<file path="src/rtl/mjh_pkg.sv">
// Package for the masked joint histogram core: operation codes, register
// indexes, field widths and the clear sweep status type.
// No dependencies.
`default_nettype none

package mjh_pkg;

   localparam int PIXEL_BITS     = 8;
   localparam int LABEL_BITS     = 8;
   localparam int BIN_ADDR_BITS  = 16;
   localparam int VALUE_BITS     = 24;
   localparam int OP_BITS        = 2;
   localparam int CSR_INDEX_BITS = 3;
   localparam int CSR_DATA_BITS  = 24;

   localparam logic [VALUE_BITS-1:0] CUT_HIGH = VALUE_BITS'(255);

   typedef enum logic [OP_BITS-1:0] {
      OP_CLEAR = 2'd0,
      OP_ACCUM = 2'd1,
      OP_READ  = 2'd2
   } mjh_op_type;

   localparam logic [CSR_INDEX_BITS-1:0] CSR_CLASS_SELECT  = 3'd0;
   localparam logic [CSR_INDEX_BITS-1:0] CSR_WHOLE_IMAGE   = 3'd1;
   localparam logic [CSR_INDEX_BITS-1:0] CSR_MIRRORED      = 3'd2;
   localparam logic [CSR_INDEX_BITS-1:0] CSR_CUT_ENABLE    = 3'd3;
   localparam logic [CSR_INDEX_BITS-1:0] CSR_CUT_THRESHOLD = 3'd4;

   typedef struct packed {
      logic                     active;
      logic [BIN_ADDR_BITS-1:0] addr;
   } mjh_sweep_type;

endpackage

`default_nettype wire

</file>
<file path="src/rtl/mjh_clear_seq.sv">
// Clear sweep sequencer: walks every bin address once after reset and after
// a clear item. Depends on mjh_pkg.
`default_nettype none

module mjh_clear_seq
   import mjh_pkg::*;
(
   input  wire logic          clock,
   input  wire logic          reset,
   input  wire logic          start,
   output mjh_sweep_type      sweep
);

   logic                     active_ff, active_in;
   logic [BIN_ADDR_BITS-1:0] addr_ff, addr_in;

   always_comb begin
      active_in = active_ff;
      addr_in   = addr_ff;
      if (start) begin
         active_in = 1'b1;
         addr_in   = '0;
      end else if (active_ff) begin
         addr_in = addr_ff + 1'b1;
         if (addr_ff == '1) begin
            active_in = 1'b0;
         end
      end
   end

   always_ff @(posedge clock) begin
      if (reset) begin
         active_ff <= 1'b1;
         addr_ff   <= '0;
      end else begin
         active_ff <= active_in;
         addr_ff   <= addr_in;
      end
   end

   assign sweep.active = active_ff;
   assign sweep.addr   = addr_ff;

endmodule

`default_nettype wire

</file>
<file path="config.mk">
export PLATFORM = sky130hd
export DESIGN_NAME = mjh_clear_seq
export DESIGN_NICKNAME = d
export VERILOG_FILES = /design/src/rtl/mjh_pkg.sv /design/src/rtl/mjh_clear_seq.sv
export SDC_FILE = /design/constraint.sdc
export NUM_CORES = 1
export LEC_CHECK = 0
export ABC_CLOCK_PERIOD_IN_PS = 2690
export BUFFER_PORTS_ARGS = -buffer_cell sky130_fd_sc_hd__buf_2
export CORE_UTILIZATION = 45
export CTS_CLUSTER_DIAMETER = 40
export DETAILED_ROUTE_END_ITERATION = 12
export GPL_TIMING_DRIVEN = 0
export MAX_ROUTING_LAYER = met4
export PLACE_DENSITY_LB_ADDON = 0.05
export SYNTH_ARGS = -nofsm -noshare
export SYNTH_HDL_FRONTEND = slang
export SYNTH_SLANG_ARGS = --single-unit
</file>
<file path="constraint.sdc">
create_clock -name clock -period 2.69 [get_ports clock]
set_clock_uncertainty 0.1 [all_clocks]
set_input_delay 0.269 -clock clock [delete_from_list [all_inputs] [get_ports clock]]
set_output_delay 0.269 -clock clock [all_outputs]
set_load 0.05 [all_outputs]
</file>
---- Word level (Yosys, flattened, before mapping) ----
Cells that the tools add are included.
storage, ports and cells
  input port bits ......................... 3
  output and inout bits ................... 17
  logic and storage cells ................. 7
  register bits ........................... 17
operators by class
  reduce and logical (&&, ||, !) cells .... 1
  add/subtract/negate cells ............... 1
  equal/unequal tests ..................... 1
  multiplexer cells ....................... 2
operators with widths
  operator                                                         number
  16-bit by 1-bit adder with 16-bit output, second input constant  1
  16-bit == test, second input constant                            1
  1-bit 2-to-1 mux                                                 2
  2-bit OR reduction                                               1

---- Depth between registers and ports, before layout ----
Gate-level depths: netlist of run 1.
  depth in word-level cells ............... 3
  mapped depth ............................ 5
  gate-level depth less buffers ........... 5

---- Least setup slack after synthesis of run 1 ----
Ideal clock, no wire load.
  path type ............................... reg-to-reg
  start ................................... reg addr_ff[0]
  end ..................................... reg addr_ff[14]
  data required time ...................... 2474 ps
  period minus slack after synthesis ...... 2025 ps
  setup slack ............................. 665 ps
  path buffers ............................ 0
  library setup time ...................... 116 ps
  cell stages (with the launch flop) ...... 6
  arrival time ............................ 1808 ps
  cell sequence ........................... dfxtp_1 > ha_1 > nand3_2 > nor4_4 > a311oi_1 > a41o_1
between the ends
  cells in the longest elaborated chain, start to end .. 1
RTL lines
  element                                   line                 RTL
  from (decl)                               mjh_clear_seq.sv:15  logic [BIN_ADDR_BITS-1:0] addr_ff, addr_in;
  from (signal assigned)                    mjh_clear_seq.sv:37  addr_ff <= addr_in;
  16-bit by 1-bit adder with 16-bit output  mjh_clear_seq.sv:24  addr_in = addr_ff + 1'b1;
Every way passes these cells.
A chain may end at the register's enable or synchronous reset.

---- Worst setup path after layout of run 1 ----
Same ends and word-level chain as after synthesis.

==> out/results.ini, run 1 <==
[run]
maxCapViolCount=0

[clock_network]
cts_tree=done
ctsLongestPathBuffers=2
holdBufCountCts=0
clk_latency_ps=280
cts_sinks=17
cts-buffers-inserted=3
clock_tree.root_cell=clkbuf_4
clk_pin_slew_ps=100
htree_levels=1
post_cts_buffers=0
cts-resized-gates=0

[power]
power.density_mw_per_mm2=412.5
seq_power_share_pct=62.9
intPower_uw=316.8
vdd_drop_max_v=0.0002191
switching_power_uw=88.86
p_leak_uw=0.0004097
combPwrFrac_pct=4.6
clkPwrFrac_pct=32.5
sw_frac_of_total_pct=21.91

[sta]
fin_crit_ps=1717
finalSetupViolCount=0
fin_hold_ws_ps=258.9
fin_ws_ps=972.7
slew_violations=0
hold_viol_final=0
slew-limit-headroom_pct=69.81
tns_ps=0
rsz0062_at_grt=no
fmax_ghz=0.5823
tightest_slew_ps=452.8
post-route-period-util_pct=63.84

[floorplanning]
io_pins=20
die_y_um=44.97
dieArea_sq_mm=0.002022
rows=15
coreArea_sq_mm=0.001727
initial_core_util_pct=48.12
die_x_um=44.97

[critical_path]
cp.arrival_ps=1800
critPathMaxStageDelay_ps=420
cp.required_ps=2770
worstPathMaxFanout=5
crit_type=reg2reg
path_cells=ha_1 -> nand3_2 -> nor4_4 -> a311oi_1 -> a41o_1
endpoint_kind=flop
path_buf_inv=0
start_kind=flop
slowest_stage=dfxtp_1
critPathTopFamily=simple AND/OR/NAND/NOR gates

[routing]
avgRoutedWirePerCell_um=10.60
vias=654
post-route-drc-count=0
drtAntennaViolNets=0
wl_um=1410
firstDrtPassIters=3
first_iter_violations=5
routed_via_density=4.917

[min_path]
min_path_type=in2reg

[grt]
overflow=0
grt_pass1_vias=522
antenna_found_initial=0
grt_pass1_wl_um=2235
grtUsageTotal_pct=16.05
grt_start_max_net_pins=11

[cells_and_area]
area_delta_synth_final_pct=18.37
fillers=179
antenna_cells=0
postLayoutCoreUtil_pct=56.96
fin_nets=113
design_area_sq_um=983.4
drive_gt1_share_pct=31.48

[synthesis]
syn-instance-count=85
ys_ff_latch=17
yosys-top-cells-area=dfxtp_1 41%, xnor2_1 11%, nor2_1 7.7%
synth_top_area_cell=dfxtp_1
ys_async_sr_fraction_pct=0
synth_edf_count=0
syn_area_per_cell_sq_um=9.774
synth_nets=89
synth_ff_type=dfxtp_1
synth_common_cells=17 x dfxtp_1, 17 x nor2_1, 10 x xnor2_1
synth_top_area_share_pct=40.96
yosysWarningCount=0
synth_area_sq_um=830.8
ys_seq_area_share_pct=40.96
synth_cell_types=27

[status]
status=complete, no violations

[placed_design]
placed_area_sq_um=957.2
gp_congestion=0.7264
dp_worst_setup_slack_ps=969.6
portBuffers=19
dp_hpwl_um=1043

[per-stage QoR]
step,cells,total power (uW)
global placement,129,279.8
floorplan,85,274.9
global route,133,425.7
CTS,133,415.0
finish,133,405.6
detailed placement,129,279.9
[worst paths after layout]
kind | startpoint | end | slack (ps) | depth (start not counted)
worst max register to register | addr_ff[0] | addr_ff[14] | 970 | 5
worst min-delay path | reset | addr_ff[6] | 260 | 4
worst max-delay path | addr_ff[0] | addr_ff[14] | 970 | 5
worst min register to register | addr_ff[15] | active_ff | 450 | 2
[metal layers]
metal  up-vias  global-route usage [%]  share of wire, %  wire [um]
met5         -                       -                 0          0
met4         0                   5.455              0.92         13
met3         2                   4.800               4.3         60
met2        14                   21.74                45        635
met1       298                   22.56                50        700
li1        340                       -                 -          -
[layout by cell type, fill, tap and decap left out]
cell / instances
nor4_2: 3
nor3_1: 4
nand4_1: 2
buf_2: 19
nor4_4: 1
xnor2_1: 10
and4_1: 1
buf_4: 1
nor2_1: 17
xor2_1: 3
clkbuf_1: 2
a211oi_1: 1
a21o_1: 1
a31o_1: 1
a311oi_1: 1
dfxtp_1: 17
nand4_2: 1
buf_6: 2
inv_1: 4
ha_1: 1
nand4_4: 1
a41o_1: 1
nand3_1: 4
nand2_1: 3
mux2i_1: 1
nand3_4: 1
clkbuf_4: 3
nand3_2: 1
or2_2: 1
[power by group through the flow]
stage / sequential (uW) / clock, uW / combinational (uW)
after global routing: 255 / 150 / 20.7
after detailed placement: 261 / 0 / 19.0
after CTS: 255 / 141 / 19.1
after global placement: 261 / 0 / 19.0
final: 255 / 132 / 18.6
after floorplan: 266 / 0 / 9.02
[sequential cells by signal, indices dropped and copies added, names as in the netlist]
signal and flops:
active_ff 1, addr_ff 16
[worst register-to-register path: cells and delay by family, from the launching register on]
kind            cells  cell delay (ps)
compound gates      2              350
fa+ha+maj           1              260
flops               1              420
simple gates        2              490
[layout make-up]
class                      instances  area (sq um)  share of cell area (%)
multi-input combinational         60         441.7                   44.91
sequential                        17         340.3                   34.61
timing repair buffer              19         95.09                   9.669
buffer                             4         33.78                   3.435
tap                               25         31.28                   3.181
clock buffer                       4         26.28                   2.672
inverter                           4         15.01                   1.527
[cells by family after synthesis]
family,share of synthesized area [%]
AND/OR/NAND/NOR,31.63
flip-flops,40.96
XOR/XNOR,13.70
buffers and inverters,5.873
AO/OA/AOI/OAI,5.122
multiplexers,1.205
adder cells (fa/ha/maj),1.506
(Power assumes the default switching activity.)
==> inputs of run 2 (changes only) <==
--- a/config.mk
+++ b/config.mk
@@ -5,7 +5,7 @@
 export SDC_FILE = /design/constraint.sdc
 export NUM_CORES = 1
 export LEC_CHECK = 0
-export ABC_CLOCK_PERIOD_IN_PS = 2690
+export ABC_CLOCK_PERIOD_IN_PS = 1500
 export BUFFER_PORTS_ARGS = -buffer_cell sky130_fd_sc_hd__buf_2
 export CORE_UTILIZATION = 45
 export CTS_CLUSTER_DIAMETER = 40
==> constraint.sdc (replaced) <==
create_clock -name clock -period 1.5 [get_ports clock]
set_clock_uncertainty 0.1 [all_clocks]
set_input_delay 0.15 -clock clock [delete_from_list [all_inputs] [get_ports clock]]
set_output_delay 0.15 -clock clock [all_outputs]
set_load 0.05 [all_outputs]
==> out/results.ini, run 2 (same netlist as run 1, synthesis figures left out) <==
[clock_network]
cts_sinks=17
htree_levels=1
holdBufCountCts=0
cts_tree=done
clk_latency_ps=290
clk_pin_slew_ps=100
ctsLongestPathBuffers=2
cts-buffers-inserted=3
clock_tree.root_cell=clkbuf_4

[cells_and_area]
layout_common_cells=19 x buf_2, 17 x nor2_1, 10 x xnor2_1, 10 x buf_4, 9 x dfxtp_4
reg_top3=addr_ff (16), active_ff (1)
largest_register=addr_ff
drive_gt1_share_pct=49.57
area_delta_synth_final_pct=35.84
final_cells=142
design_area_sq_mm=0.001129
largest_reg_flops=16
final_common_cell=buf_2
fin_nets=122
antenna_cells=0

[grt]
grtUsageTotal_pct=18.66
antenna_found_initial=0
grt_start_max_net_pins=11
grt_pass1_vias=572
grt_pass1_wl_um=2615
overflow=0

[floorplanning]
io_pins=20
die_x_um=44.97
rows=15
die_y_um=44.97
initial_core_util_pct=48.12
coreArea_sq_mm=0.001727
dieArea_sq_mm=0.002022

[critical_path]
worstPathMaxFanout=5
slowest_stage=dfxtp_4
endpoint_kind=flop
critPathTopFamily=simple AND/OR/NAND/NOR gates
cp.arrival_ps=1500
start_kind=flop
cp.required_ps=1570
path_buf_inv=1
path_cells=nand4_4 -> buf_4 -> nor4_2 -> xnor2_1 -> nor2_1
crit_type=reg2reg
critPathMaxStageDelay_ps=390

[sta]
fin_crit_ps=1430
slew-limit-headroom_pct=66.44
post-route-period-util_pct=95.33
hold_viol_final=0
slew_violations=0
finalSetupViolCount=0
fmax_ghz=0.6993
fin_ws_ps=70.10
tns_ps=0
tightest_slew_ps=503.3

[power]
vdd_drop_max_v=0.0005407
p_leak_uw=0.0004935
p_total_uw=728.7
power.density_mw_per_mm2=645.7

[placed_design]
gp_congestion=0.7692
placed_cells=129
dp_hpwl_um=1144
dp_worst_setup_slack_ps=20.67
placed_area_sq_mm=0.001010
portBuffers=19

[routing]
firstDrtPassIters=4
avgRoutedWirePerCell_um=12.30
vias=715
post-route-drc-count=0
routed_via_density=5.035
drtAntennaViolNets=0
first_iter_violations=19
wl_um=1747

[run]
maxCapViolCount=0

[min_path]
min_path_type=in2reg

[status]
status=complete, no violations

## run 2: cell count changes in the layout (fill, tap and decap cells not counted), moves of 2 or more
cell | previous run | this run
dfxtp_2 | 0 | 5
nor4_4 | 1 | 3
nor4_2 | 3 | 1
buf_4 | 1 | 10
dfxtp_4 | 0 | 9
dfxtp_1 | 17 | 3
## run 2: layer usage
| metal | global-route usage [%] | up-vias | routed length, um |
|---|---|---|---|
| li1 | - | 357 | - |
| met1 | 27.05 | 337 | 853 |
| met2 | 23.48 | 19 | 809 |
| met3 | 3.600 | 2 | 63 |
| met4 | 10.91 | 0 | 21 |
| met5 | - | - | 0 |
## run 2: worst min-delay path: stages
cell and delay (ps):
buf_2 70, or2_2 100, buf_6 130, nor2_1 50
## run 2: metrics by stage
stage / util, % / hold slack (ps)
detailed placement: 58.48 / 411.2
finish: 65.36 / 142.7
global placement: 58.48 / 406.1
CTS: 61.74 / 137.7
global route: 65.36 / 137.5
floorplan: - / 329.0
## run 2: path summary, 6_finish.rpt
kind	from	to	slack (ps)	cells past startpoint
setup reg to reg	addr_ff[7]	addr_ff[11]	70	5
hold reg to reg	addr_ff[11]	addr_ff[11]	430	2
setup / recovery	addr_ff[7]	addr_ff[11]	70	5
hold / removal	reset	addr_ff[4]	140	4
## run 2: area by class of cell
| class | instances | area, sq um |
|---|---|---|
| inverters | 4 | 15.01 |
| clock buffers | 4 | 26.28 |
| multi-input cells | 60 | 479.2 |
| fillers | 157 | 598.1 |
| plain buffers | 4 | 33.78 |
| flip-flops and latches | 17 | 380.4 |
| well taps | 25 | 31.28 |
| repair buffers | 28 | 162.7 |
## run 2: power by group
part           internal, uW  switching (uW)
Clock                   103             143
Combinational          14.2            25.8
Sequential              439            3.69
## run 2: repair_timing
| action | CTS | global route |
|---|---|---|
| endpoints found under the hold margin | 0 | 0 |
| pin swaps | 1 | 7 |
| setup endpoints to repair | 1 | 5 |
| resized for setup | 1 | 2 |
| setup buffers | 3 | 6 |
